===== config.mk =====
export PLATFORM = sky130hd
export DESIGN_NAME = uft_ctrl
export DESIGN_NICKNAME = d
export VERILOG_FILES = /design/src/hw/rtl/uft_pkg.sv /design/src/hw/rtl/uft_ctrl.sv
export SDC_FILE = /design/constraint.sdc
export NUM_CORES = 1
export LEC_CHECK = 0
export BUFFER_PORTS_ARGS = -buffer_cell sky130_fd_sc_hd__buf_2
export CAP_MARGIN = 5
export CORE_MARGIN = 10
export CORE_UTILIZATION = 32
export CTS_BUF_LIST = sky130_fd_sc_hd__clkbuf_8
export CTS_CLUSTER_SIZE = 10
export DETAILED_ROUTE_END_ITERATION = 16
export MAX_ROUTING_LAYER = met4
export PLACE_DENSITY = 0.68
export REMOVE_ABC_BUFFERS = 1
export SLEW_MARGIN = 20
export SYNTH_ARGS = -nofsm -noshare
export SYNTH_HDL_FRONTEND = slang
export SYNTH_SLANG_ARGS = --single-unit

===== constraint.sdc =====
create_clock -name clk -period 2.6 [get_ports clk]
set_input_delay 0.26 -clock clk [delete_from_list [all_inputs] [get_ports clk]]
set_output_delay 0.26 -clock clk [all_outputs]
set_load 0.05 [all_outputs]

===== src/hw/rtl/uft_pkg.sv =====
// Package: widths, command codes and the controller/datapath command and status types.
`timescale 1ns / 1ps
package uft_pkg;

  localparam int NODES  = 16384;
  localparam int NODE_W = $clog2(NODES);
  localparam int ID_W   = 14;
  localparam int CMD_W  = 2;
  localparam int CNT_W  = 15;

  localparam logic [CMD_W-1:0] CMD_MARK  = 2'd0;
  localparam logic [CMD_W-1:0] CMD_LINK  = 2'd1;
  localparam logic [CMD_W-1:0] CMD_QUERY = 2'd2;

  typedef logic [NODE_W-1:0] node_t;
  typedef logic [CNT_W-1:0]  cnt_t;
  typedef logic [ID_W-1:0]   id_t;
  typedef logic [CMD_W-1:0]  cmd_code_t;

  typedef struct packed {
    logic capture;
    logic clear_wr;
    logic sel_b;
    logic seen_rd;
    logic mark_set;
    logic find_start;
    logic par_rd;
    logic walk_adv;
    logic root_found;
    logic comp_wr;
    logic save_ra;
    logic merge;
    logic set_same;
    logic load_out;
  } dp_cmd_t;

  typedef struct packed {
    cmd_code_t op;
    logic      seen_q;
    logic      par_is_root;
    logic      roots_differ;
    logic      clear_last;
    logic      out_free;
  } dp_stat_t;

  function automatic node_t node_index(id_t id);
    return node_t'(id % NODES);
  endfunction

endpackage


===== src/hw/rtl/uft_ctrl.sv =====
// Controller: state machine that sequences clearing, marking, root walks and compression.
`timescale 1ns / 1ps
module uft_ctrl (
  input  logic             clk,
  input  logic             rst,
  input  logic             req_valid,
  output logic             req_ready,
  input  uft_pkg::dp_stat_t stat,
  output uft_pkg::dp_cmd_t  cmd
);
  import uft_pkg::*;

  localparam logic [3:0] S_CLEAR      = 4'd0;
  localparam logic [3:0] S_IDLE       = 4'd1;
  localparam logic [3:0] S_DISPATCH   = 4'd2;
  localparam logic [3:0] S_MARK_RD    = 4'd3;
  localparam logic [3:0] S_MARK_WR    = 4'd4;
  localparam logic [3:0] S_FIND_START = 4'd5;
  localparam logic [3:0] S_FIND_RD    = 4'd6;
  localparam logic [3:0] S_FIND_CHK   = 4'd7;
  localparam logic [3:0] S_COMP_RD    = 4'd8;
  localparam logic [3:0] S_COMP_CHK   = 4'd9;
  localparam logic [3:0] S_MERGE      = 4'd10;
  localparam logic [3:0] S_DONE       = 4'd11;

  logic [3:0] state, state_next;
  logic       second, second_next;

  always_ff @(posedge clk) begin
    if (rst) begin
      state  <= S_CLEAR;
      second <= 1'b0;
    end else begin
      state  <= state_next;
      second <= second_next;
    end
  end

  always_comb begin
    cmd         = '0;
    cmd.sel_b   = second;
    state_next  = state;
    second_next = second;
    req_ready   = 1'b0;
    case (state)
      S_CLEAR: begin
        cmd.clear_wr = 1'b1;
        if (stat.clear_last) state_next = S_IDLE;
      end
      S_IDLE: begin
        req_ready = 1'b1;
        if (req_valid) begin
          cmd.capture = 1'b1;
          second_next = 1'b0;
          state_next  = S_DISPATCH;
        end
      end
      S_DISPATCH: begin
        case (stat.op)
          CMD_MARK, CMD_LINK: state_next = S_MARK_RD;
          CMD_QUERY:          state_next = S_FIND_START;
          default:            state_next = S_DONE;
        endcase
      end
      S_MARK_RD: begin
        cmd.seen_rd = 1'b1;
        state_next  = S_MARK_WR;
      end
      S_MARK_WR: begin
        cmd.mark_set = !stat.seen_q;
        if (stat.op == CMD_LINK && !second) begin
          second_next = 1'b1;
          state_next  = S_MARK_RD;
        end else if (stat.op == CMD_LINK) begin
          second_next = 1'b0;
          state_next  = S_FIND_START;
        end else begin
          state_next = S_DONE;
        end
      end
      S_FIND_START: begin
        cmd.find_start = 1'b1;
        state_next     = S_FIND_RD;
      end
      S_FIND_RD: begin
        cmd.par_rd = 1'b1;
        state_next = S_FIND_CHK;
      end
      S_FIND_CHK: begin
        if (stat.par_is_root) begin
          cmd.root_found = 1'b1;
          state_next     = S_COMP_RD;
        end else begin
          cmd.walk_adv = 1'b1;
          state_next   = S_FIND_RD;
        end
      end
      S_COMP_RD: begin
        cmd.par_rd = 1'b1;
        state_next = S_COMP_CHK;
      end
      S_COMP_CHK: begin
        if (!stat.par_is_root) begin
          cmd.comp_wr = 1'b1;
          state_next  = S_COMP_RD;
        end else if (!second) begin
          cmd.save_ra = 1'b1;
          second_next = 1'b1;
          state_next  = S_FIND_START;
        end else begin
          state_next = S_MERGE;
        end
      end
      S_MERGE: begin
        cmd.merge    = (stat.op == CMD_LINK) && stat.roots_differ;
        cmd.set_same = (stat.op == CMD_QUERY);
        second_next  = 1'b0;
        state_next   = S_DONE;
      end
      S_DONE: begin
        if (stat.out_free) begin
          cmd.load_out = 1'b1;
          state_next   = S_IDLE;
        end
      end
      default: state_next = S_IDLE;
    endcase
  end

endmodule


Word-level counts from Yosys, hierarchy flattened. Cells that the tools add are included.

Register bits: 5. Input port bits: 10. Word-level logic and storage cells: 63.

Equal/unequal tests: 18. Mux-type cells: 32. Reductions and logical operators: 11.

Operators with widths (count): $pmux 4 s12 (1); $mux 4 (8); $mux 1 (18); $eq 4x3->1 const B (4); $eq 4x4->1 const B (4); $eq 4x2->1 const B (2); $ne 2x2->1 const B (4); $pmux 4 s2 (1); $mux 2 (3); $eq 4x1->1 const B (1); $logic_not 4->1 (1); $pmux 1 s4 (1); $reduce_and 4->1 (1); $reduce_bool 4->1 (1); $reduce_or 2->1 (2); $ne 3x3->1 const B (1); $reduce_and 3->1 (1); $eq 2x1->1 const B (1); $eq 2x2->1 const B (1); $logic_and 1x1->1 (2); $logic_not 1->1 (2); $logic_not 2->1 (1).

Logic depth before layout (Yosys ltp). Gate-level depths: netlist (run 1).

Word-level depth: 4. Depth in mapped cells: 6. Gate-level depth less buffers: 4.

Worst setup path before layout (run 1). Ideal clock, no wire load.

Path kind: register -> output. Start point: reg state[0]. End point: out cmd[9] (netlist bit). Arrival time: 2.163 ns. Required time: 2.340 ns. Setup slack: 0.177 ns. Cell stages (with the launch flop): 4. Cell sequence: dfxtp_1 > buf_4 > buf_2 > nor4_1.

RTL lines: start, declared (RTL line uft_ctrl.sv:26) `logic [3:0] state, state_next;`; start signal, assigned (RTL line uft_ctrl.sv:34) `state <= state_next;`; end, declared (RTL line uft_ctrl.sv:9) `output uft_pkg::dp_cmd_t cmd`.

==> run_results.csv, run 1 <==
group,metric,value,unit
logic_synthesis,synth_xor_area_frac,0,
setup_path,critical_path_class,"flop to output pin",
cells_and_area,fillCellCount,216,
power,power_density,419,nW/um2
logic_synthesis,synthCells,81,
drt,routedWlPerCell,14.2,um
timing,finClkSkew,0.00133,ns
setup_path,cp_max_fo,21,
logic_synthesis,muxShareOfSynthArea,0,
floorplan,die_height,63.8,um
drt,routed_via_density,5.40,
logic_synthesis,syn-cell-area,613,um2
cts,clkLatencyLatePin,0.22,ns
logic_synthesis,yosysTopAreaCell,"dfxtp_1",
cts,cts.sinks,5,
logic_synthesis,ys_seq_elements,5,
global_routing,grt_pass1_wl,2930,um
timing,min_period_over_period,0.785,
cts,htreeDepth,1,
logic_synthesis,synth_top_family_by_area,"simple AND/OR/NAND/NOR gates",
timing,fmax,0.490,GHz
logic_synthesis,synth-main-ff-cell,"dfxtp_1",
timing,worst_pin_slew,0.732,ns
setup_path,cp.required,2.34,ns
timing,max_slew_margin,0.511,
floorplan,core,1760,um2
global_routing,grt_pass1_vias,647,
floorplan,fp-row-count,15,
logic_synthesis,ys_types,34,
cts,cts.clk_slew.worst_paths,0.03,ns
logic_synthesis,synthSimpleGateAreaFrac,0.410,
setup_path,worstPathArrival,1.78,ns
place,place_hpwl,1380,um
setup_path,critPathLaunchType,"flop",
floorplan,pin_count,25,
timing,period_needed,2.04,ns
setup_path,path_cells,"nand3b_1, nor3_1, buf_2",
cts,cts_made_buffers,3,
floorplan,dieArea,4070,um2
logic_synthesis,synth_top_area_frac,0.163,
logic_synthesis,synth_area_per_cell,7.57,um2
cts,cts_setup_buffers,0,
power,p_leak,0.299,nW
timing,rsz0062_at_grt,"no",
logic_synthesis,synthArstFlopShare,0,
cells_and_area,drive_above_1_share,0.340,
cts,cts_hold_buf,0,
drt,wirelength,1780,um
drt,ant_nets,0,
power,total_power,0.000301,W
setup_path,r2r_setup_slack,0.91,ns
setup_path,cp_slowest_stage_delay,0.78,ns
drt,dr.pass1.iters,4,
global_routing,grt_max_degree,22,
hold_path,hp-class,"primary input to flop",
logic_synthesis,yosys_warnings,0,
place,place_congestion,0.844,
logic_synthesis,synth_compound_area_frac,0.259,
floorplan,initial_core_util,0.348,
logic_synthesis,yosysMostFrequentCell,"nor3_1",
drt,drc,0,
job,maxCapViolations,0,
drt,drtIter0Drc,21,
logic_synthesis,synth_fa_ha_area_frac,0,
global_routing,grt.total_usage,0.0873,
logic_synthesis,synth.area.top_cells,"dfxtp_1 (16%), nor3_1 (7.3%), nand2b_1 (6.1%)",
timing,fin_tns_setup,0,ns
logic_synthesis,netlist_top_cells_count,"nor3_1 (9), nor2_1 (7), a21oi_1 (6), nand2b_1 (6)",
run_status,outcome,"complete, no violations",
logic_synthesis,seq_area_frac_synth,0.163,
drt,num_vias,675,
floorplan,die_w,63.8,um
cts,clk_path_buf_depth,2,
place,io_buffers,24,
global_routing,grt-ovfl-total,0,
cts,cts_resized,0,
logic_synthesis,synth_edf_count,0,
setup_path,end_kind,"output pin",
cells_and_area,fin_util,0.407,
timing,setup_viol,0,
timing,hold_violations,0,
timing,hold_slack,0.297,ns
setup_path,slowest_stage,"dfxtp_1",
cells_and_area,area_delta_synth_final,17.1,%
power,peakVddDrop,0.194,mV
cells_and_area,n_antenna_cell,0,
cts,cts-root-buf,"clkbuf_8",
global_routing,antenna_found_initial,0,
cells_and_area,layout.nets,111,
cts,cts_tree,"yes",
timing,final_max_slew_viol_count,0,
-- area by class of cell --
| class | instances | area (um2) | area share |
|---|---|---|---|
| multi-input combinational | 64 | 410 | 0.571 |
| timing repair buffer | 24 | 120 | 0.167 |
| sequential | 5 | 100 | 0.139 |
| clock buffer | 3 | 41.3 | 0.0575 |
| tap | 25 | 31.3 | 0.0436 |
| inverter | 3 | 11.3 | 0.0157 |
| clock inverter | 1 | 3.75 | 0.00523 |
-- cells by family after synthesis --
group / count (synthesis)
and+or+nand+nor: 43
buffers and inverters: 12
AOI/OAI and AO/OA: 21
DFF: 5
-- path summary, 6_finish.rpt --
| path | startpoint | end | depth (start not counted) |
|---|---|---|---|
| min | rst | state[2] | 2 |
| min reg2reg | second | second | 2 |
| max reg2reg | state[3] | state[1] | 3 |
| max | state[3] | cmd[2] | 3 |
-- stage by stage --
stage               std cells  setup slack, ns  area [um2]
floorplan                  72           0.0605         522
global placement          121            0.834         673
detailed placement        121            0.806         673
CTS                       125            0.572         718
global route              125            0.440         718
finish                    125            0.560         718
-- cell usage in the layout, fill, tap and decap left out, drive strengths merged --
cell type	synthesis	routed
nor3	10	10
a22oi	1	1
a221oi	2	2
nand3	4	4
dfxtp	5	5
nor4	4	4
and4bb	1	1
a211oi	2	2
nor2b	3	3
a21oi	6	6
nand2b	7	7
nand2	5	5
o22ai	1	1
o211ai	2	2
nand3b	2	2
o221ai	1	1
o221a	1	1
inv	3	4
a2bb2oi	1	1
a31oi	2	2
o21ai	1	1
o32a	1	1
clkbuf	1	3
buf	8	24
nor2	7	7
-- registers in the layout, summed over array words and instances (netlist names) --
| signal | flops |
|---|---|
| state | 4 |
| second | 1 |
-- critical path: cells and delay by family (launching register included) --
kind / cells / cell delay (ns)
flip-flops: 1 / 0.78
AND/OR/NAND/NOR: 2 / 0.48
buffers and inverters: 1 / 0.30
-- where the power goes --
| group | switching (W) | internal (W) |
|---|---|---|
| Combinational | 0.0000458 | 0.0000254 |
| Sequential | 0.0000134 | 0.0000799 |
| Clock | 0.0000352 | 0.000101 |
-- layer usage --
metal | vias up | global-route usage | wire, um | share of wire
met5 | - | - | 0 | 0
met4 | 0 | 0.0246 | 0 | 0
met3 | 0 | 0.0226 | 94 | 0.053
met2 | 28 | 0.156 | 909 | 0.51
met1 | 308 | 0.0928 | 773 | 0.43
li1 | 339 | - | - | -
No activity file was read; power rests on OpenSTA's default activity.
==> run 2: changes to the inputs <==
--- a/config.mk
+++ b/config.mk
@@ -13,7 +13,7 @@
 export CTS_CLUSTER_SIZE = 10
 export DETAILED_ROUTE_END_ITERATION = 16
 export MAX_ROUTING_LAYER = met4
-export PLACE_DENSITY = 0.68
+export PLACE_DENSITY = 0.7
 export REMOVE_ABC_BUFFERS = 1
 export SLEW_MARGIN = 20
 export SYNTH_ARGS = -nofsm -noshare
==> constraint.sdc (replaced) <==
create_clock -name clk -period 1.7 [get_ports clk]
set_input_delay 0.17 -clock clk [delete_from_list [all_inputs] [get_ports clk]]
set_output_delay 0.17 -clock clk [all_outputs]
set_load 0.05 [all_outputs]
==> run 2 against run 1 <==
Against the previous run: setup slack got worse by 0.46 ns; via count is 4.1% higher; clock-buffer cell count did not move; sequential power grew 43%; sequential share of layout area shrank 0.67 points; critical path depth grew 1; register-to-register slack got worse by 0.57 ns; critical endpoint is now cmd[3]; sequential cell count unchanged; final cell count rose by 4.8%.
==> run_results.csv, run 2 (same netlist as run 1, synthesis figures left out) <==
group,metric,value,unit
cts,cts_made_buffers,3,
global_routing,antenna_found_initial,0,
timing,setup_viol,0,
power,p_leak,0.331,nW
setup_path,critical_path_class,"flop to output pin",
drt,routedWlPerCell,14.0,um
drt,routed_via_density,5.37,
timing,finClkSkew,0.00183,ns
floorplan,pin_count,25,
setup_path,cp_max_fo,8,
drt,drc,0,
job,maxCapViolations,0,
setup_path,r2r_setup_slack,0.34,ns
setup_path,crit-reg2reg-launch,"state[1]",
cells_and_area,n_antenna_cell,0,
global_routing,grt_max_degree,18,
cells_and_area,layout.nets,117,
drt,num_vias,703,
global_routing,grt_pass1_vias,660,
cts,cts_setup_buffers,0,
drt,ant_nets,0,
hold_path,hp-start,"rst",
setup_path,critPathLaunchType,"flop",
cts,cts_hold_buf,0,
timing,period_needed,1.60,ns
cells_and_area,reg_top3,"state (4), second (1)",
power,peakVddDrop,0.292,mV
setup_path,end_kind,"output pin",
timing,fmax,0.623,GHz
floorplan,fp-row-count,15,
place,place_congestion,0.833,
setup_path,worstPathArrival,1.43,ns
setup_path,cp.required,1.53,ns
cts,cts-root-buf,"clkbuf_8",
floorplan,dieArea,4070,um2
global_routing,grt_pass1_wl,2990,um
drt,drtIter0Drc,26,
cells_and_area,most-common-layout-cells,"buf_2 (21), nor3_1 (9), nor2_1 (7), buf_4 (7)",
cts,htreeDepth,1,
cells_and_area,stdcell_area,773,um2
cts,cts_tree,"yes",
hold_path,hold_end,"second",
cells_and_area,mostFrequentLayoutCell,"buf_2",
global_routing,grt-ovfl-total,0,
cells_and_area,largest_reg_flops,4,
floorplan,die_w,63.8,um
cells_and_area,fin_util,0.438,
cells_and_area,top_register,"state",
setup_path,timing.rr.end,"state[2]",
global_routing,grt.total_usage,0.0906,
run_status,outcome,"complete, no violations",
timing,final_max_slew_viol_count,0,
floorplan,initial_core_util,0.348,
floorplan,core,1760,um2
hold_path,whs_path_depth,2,
cts,clkLatencyLatePin,0.22,ns
drt,dr.pass1.iters,4,
power,total_power,0.000474,W
cts,cts.sinks,5,
cts,cts.clk_slew.worst_paths,0.04,ns
place,place_hpwl,1420,um
drt,wirelength,1840,um
cells_and_area,area_delta_synth_final,26.1,%
timing,min_period_over_period,0.944,
setup_path,rr_worst_depth,4,
timing,hold_violations,0,
place,placed_cell_area,718,um2
floorplan,die_height,63.8,um
cts,clk_path_buf_depth,2,
cells_and_area,drive_above_1_share,0.396,
power,power_density,613,nW/um2
timing,worst_pin_slew,0.328,ns
hold_path,hp-class,"primary input to flop",
place,io_buffers,24,
timing,max_slew_margin,0.781,
==> run 2: changes by cell type in the layout (fill, tap and decap cells not counted), sizes merged <==
cell    before  now
clkbuf       3    5
buf         24   28
==> run 2: worst max path at each step <==
stage | startpoint | slack [ns] | depth (start not counted) | endpoint
global route | state[2] | -0.002 | 4 | cmd[3]
finish | state[2] | 0.1 | 4 | cmd[3]
detailed placement | state[1] | 0.13 | 3 | cmd[3]
CTS | state[2] | 0.06 | 4 | cmd[3]
global placement | state[1] | 0.17 | 3 | cmd[3]
floorplan | state[2] | -0.75 | 2 | cmd[9]
==> run 2: per-layer routing <==
layer	global-route usage	up-vias	part of all wire
li1	-	350	-
met1	0.105	324	0.45
met2	0.152	29	0.49
met3	0.0244	0	0.053
met4	0.0219	0	0
met5	-	-	0
==> run 2: area by class of cell <==
class	instances	area, um2
fill	195	991
clock inverter	1	3.75
inverter	3	11.3
timing repair buffer	30	173
multi-input combinational	64	410
sequential	5	103
clock buffer	3	41.3
tap	25	31.3
==> run 2: what timing repair did <==
action,in CTS,in global routing
gates resized for setup,2,4
hold endpoints to repair,0,0
endpoints found under the setup margin,6,3
==> run 2: stage by stage <==
stage	TNS, ns	hold WS (ns)	setup slack, ns	instances
2_1_floorplan	-4.22	0.239	-0.750	72
3_3_place_gp	0	0.424	0.175	127
3_5_place_dp	0	0.422	0.131	127
4_1_cts	0	0.198	0.0643	131
5_1_grt	-0.00214	0.209	-0.00214	131
6_report	0	0.201	0.0959	131
==> run 2: report_power, final <==
part | internal, W | switching (W) | total, W
clock | 0.000155 | 0.0000565 | 0.000211
combinational | 0.0000465 | 0.0000832 | 0.000130
sequential | 0.000122 | 0.0000108 | 0.000133
total | 0.000323 | 0.000150 | 0.000474
==> run 2: critical path, stage by stage (launching register included) <==
cell and delay [ns]:
dfxtp_1 0.38, buf_4 0.20, nor2b_1 0.17, and4bb_2 0.26
buf_4 0.20
